[config.mk]
export PLATFORM = sky130hd
export DESIGN_NAME = b37nd_ram
export DESIGN_NICKNAME = d
export VERILOG_FILES = /design/src/rtl/base37_name_decoder_core_macros.svh /design/src/rtl/b37nd_ram.sv
export SDC_FILE = /design/constraint.sdc
export NUM_CORES = 1
export LEC_CHECK = 0
export ABC_AREA = 1
export BUFFER_PORTS_ARGS = -buffer_cell sky130_fd_sc_hd__buf_2
export CORE_ASPECT_RATIO = 1.4
export CORE_MARGIN = 1.5
export CORE_UTILIZATION = 24
export CTS_BUF_LIST = sky130_fd_sc_hd__clkbuf_4 sky130_fd_sc_hd__clkbuf_8 sky130_fd_sc_hd__clkbuf_16
export DETAILED_ROUTE_END_ITERATION = 16
export GPL_ROUTABILITY_DRIVEN = 0
export GPL_TIMING_DRIVEN = 0
export SLEW_MARGIN = 20
export SYNTH_ARGS = -nofsm -noshare
export SYNTH_HDL_FRONTEND = slang
export SYNTH_SLANG_ARGS = --single-unit
export TNS_END_PERCENT = 10
[constraint.sdc]
create_clock -name clk -period 1.71 [get_ports clk]
set_input_delay 0.171 -clock clk [delete_from_list [all_inputs] [get_ports clk]]
set_output_delay 0.171 -clock clk [all_outputs]
set_load 0.01 [all_outputs]
[src/rtl/base37_name_decoder_core_macros.svh]
// Assertion macros shared by the base-37 name decoder RTL.
`ifndef BASE37_NAME_DECODER_CORE_MACROS_SVH
`define BASE37_NAME_DECODER_CORE_MACROS_SVH

`ifndef SYNTHESIS

// Same-cycle implication, disabled during reset.
`define B37ND_ASSERT_IMP(lbl, clk, rst, ante, cons, msg) \
  lbl: assert property (@(posedge clk) disable iff (rst) (ante) |-> (cons)) \
    else $error(msg);

// Next-cycle implication, disabled during reset.
`define B37ND_ASSERT_NXT(lbl, clk, rst, ante, cons, msg) \
  lbl: assert property (@(posedge clk) disable iff (rst) (ante) |=> (cons)) \
    else $error(msg);

`else

`define B37ND_ASSERT_IMP(lbl, clk, rst, ante, cons, msg)
`define B37ND_ASSERT_NXT(lbl, clk, rst, ante, cons, msg)

`endif

`endif

[src/rtl/b37nd_ram.sv]
// Generic single-port-write, registered-read RAM.
module b37nd_ram #(
  parameter int WIDTH = 8,
  parameter int DEPTH = 16,
  localparam int AW   = (DEPTH > 1) ? $clog2(DEPTH) : 1
) (
  input  logic             clk,
  input  logic             wr_en,
  input  logic [AW-1:0]    wr_addr,
  input  logic [WIDTH-1:0] wr_data,
  input  logic [AW-1:0]    rd_addr,
  output logic [WIDTH-1:0] rd_data
);

  logic [WIDTH-1:0] mem [DEPTH];

  // Write port
  always_ff @(posedge clk) begin
    if (wr_en) begin
      mem[wr_addr] <= wr_data;
    end
  end

  // Registered read port
  always_ff @(posedge clk) begin
    rd_data <= mem[rd_addr];
  end

endmodule

==> results.json <==
{
  "ys_types": 12,
  "synthTopCellsByArea": "edfxtp_1 67%, nand2_1 11%, nand3_1 8.4%",
  "status": "finished clean",
  "max-slew-margin-rel_pct": 28.37,
  "clk_pin_slew_ns": 0.06,
  "die_h_um": 186.4,
  "path_buf_inv": 1,
  "synth_area_um2": 5767,
  "finalCritPeriodShare_pct": 74.95,
  "synth_common_cells": "173 x nand2_1, 128 x edfxtp_1, 100 x inv_1, 97 x nand3_1, 17 x nor2_1",
  "area_growth_pct": 18.55,
  "insertion_delay_ns": 0.42,
  "synth_edf_count": 128,
  "crit_arrival_ns": 1.32,
  "io_buffers": 22,
  "synth_cells": 551,
  "drtIter0Drc": 372,
  "finClkSkew_ns": 0.006283,
  "cp-end-kind": "flip-flop",
  "wl_per_cell_um": 15.43,
  "fin_nets": 610,
  "hold_buffers": 0,
  "dp_hpwl_um": 9665,
  "layout_min_cycle_time_ns": 1.282,
  "numClockSinks": 136,
  "synth_top_area_cell": "edfxtp_1",
  "wl_um": 14060,
  "die_w_um": 134.0,
  "die_area_um2": 24980,
  "grt_setup_unrepaired": "no",
  "start_util_pct": 24.59,
  "syn_area_per_cell_um2": 10.47,
  "ctsHtreeMaxLevel": 4,
  "dr.pass1.iters": 5,
  "cts_resized": 0,
  "cts-root-buf": "clkbuf_16",
  "grt.overflow.total": 0,
  "avgViaCountPerCell": 4.122,
  "critPathTopFamily": "simple AND/OR/NAND/NOR gates",
  "crit_type": "in -> reg",
  "worstPathRequired_ns": 1.75,
  "final_cells": 911,
  "cap_violations": 0,
  "grt_usage_pct": 11.75,
  "max_stage_delay_ns": 0.79,
  "peakVddDrop_v": 0.0006255,
  "rows": 66,
  "start_kind": "primary input",
  "dpl.cell_count": 879,
  "hp-class": "in -> reg",
  "crit_chain": "buf_2, nand3b_1, nor2_1",
  "synth.yosys.seq_area_share_pct": 69.43,
  "synth_top_area_share_pct": 66.65,
  "n_antenna_cell": 0,
  "power_uw": 7724,
  "leakagePower_uw": 0.002882,
  "setup_viol": 0,
  "place_ws_ns": 0.007474,
  "cts_tree": "yes",
  "fin_tns_setup_ns": 0,
  "worst_r2r_path_depth": 6,
  "syn_nets": 569,
  "powerDensity_nw_per_um2": 1130,
  "core-area_um2": 23450,
  "post_cts_buffers": 0,
  "grt_pass1_vias": 3753,
  "worst_slack_ns": 0.4283,
  "cts_buffers": 17,
  "synthArstFlopShare_pct": 0,
  "final_util_pct": 29.15,
  "cp_max_fo": 8,
  "clock_path_buffers": 2,
  "cpMaxStageDelayCell": "nor2_1",
  "n_fill_cell": 2479,
  "drive_above_1_share_pct": 13.06,
  "max_freq_mhz": 780.2,
  "grt_pass1_wl_um": 21290,
  "synth-seq-cells": 136,
  "vias": 3755,
  "synth_ff_type": "edfxtp_1",
  "path_depth": 3,
  "io_pins": 26,
  "drv_slew": 0,
  "yosysMostFrequentCell": "nand2_1",
  "grt_max_degree": 17,
  "hold_path_depth": 1,
  "route.detailed.drc": 0,
  "drtAntennaViolNets": 0,
  "yosysWarnings": 0,
  "tightestPinTransition_ns": 1.070,
  "antenna_found_initial": 0,
  "hold_viol_final": 0
}
## layout make-up
| cell class | instances | area (µm²) | share of cell area, % |
|---|---|---|---|
| Sequential cell | 136 | 4004 | 58.57 |
| Tap cell | 306 | 382.9 | 5.600 |
| Clock inverter | 10 | 95.09 | 1.391 |
| Buffer | 24 | 166.4 | 2.434 |
| Timing Repair Buffer | 22 | 110.1 | 1.611 |
| Multi-Input combinational cell | 289 | 1214 | 17.75 |
| Inverter | 102 | 382.9 | 5.600 |
| Clock buffer | 22 | 481.7 | 7.046 |
## path summary, 6_finish.rpt
path / startpoint / to / slack [ns]
max: wr_addr[2] / mem[9][1] / 0.43
min: wr_data[4] / mem[14][4] / 0.15
max reg2reg: mem[0][2] / rd_data[2] / 0.62
min reg2reg: mem[10][6] / rd_data[6] / 0.68
## power breakdown
group,switching [µW],internal [µW],total (µW)
logic,347,143,490
registers,18.8,3730,3750
clock network,1350,2140,3490
total,1710,6010,7720
## logic make-up (layout without fill, tap and decap cells)
logic type / Yosys count / in the layout / share of synthesized area, %
simple gates: 289 / 289 / 21.05
buf+inv: 126 / 180 / 9.525
flops: 136 / 136 / 69.43
## worst reg2reg max path, cell delays in order, from the launching register on
cell and delay [ns]:
edfxtp_1 0.36, inv_1 0.06, nand2_1 0.05, nand3_1 0.10
nand3_1 0.08, nand3_1 0.18, nand2_1 0.12
## metal layers
metal  wire length [µm]  track usage, %
met2               7078           20.18
met4                718           8.152
met1               5664           12.86
met5                  0               0
met3                596           2.391
## state kept, by name, indices dropped and copies added (netlist names)
register,count
mem,128
rd_data,8
## per-stage QoR
stage | cell area (µm²) | hold slack (ns)
after global routing | 6837 | 0.1569
after CTS | 6837 | 0.1470
final | 6837 | 0.1543
after detailed placement | 6260 | 0.5701
after global placement | 6260 | 0.5674
after floorplan | 5767 | 0.2699
## placed cells by master (no fill, tap or decap)
| cell type | n |
|---|---|
| edfxtp_1 | 128 |
| buf_6 | 6 |
| buf_1 | 1 |
| buf_4 | 4 |
| dfxtp_1 | 8 |
| nor2_1 | 17 |
| clkbuf_4 | 2 |
| clkbuf_16 | 17 |
| inv_6 | 1 |
| buf_2 | 35 |
| nand3b_1 | 2 |
| nand3_1 | 97 |
| clkbuf_8 | 3 |
| bufinv_16 | 1 |
| inv_1 | 100 |
| inv_2 | 2 |
| nand2_1 | 173 |
| clkinvlp_4 | 5 |
| clkinv_4 | 1 |
| clkinv_2 | 2 |
(Power assumes the default switching activity.)
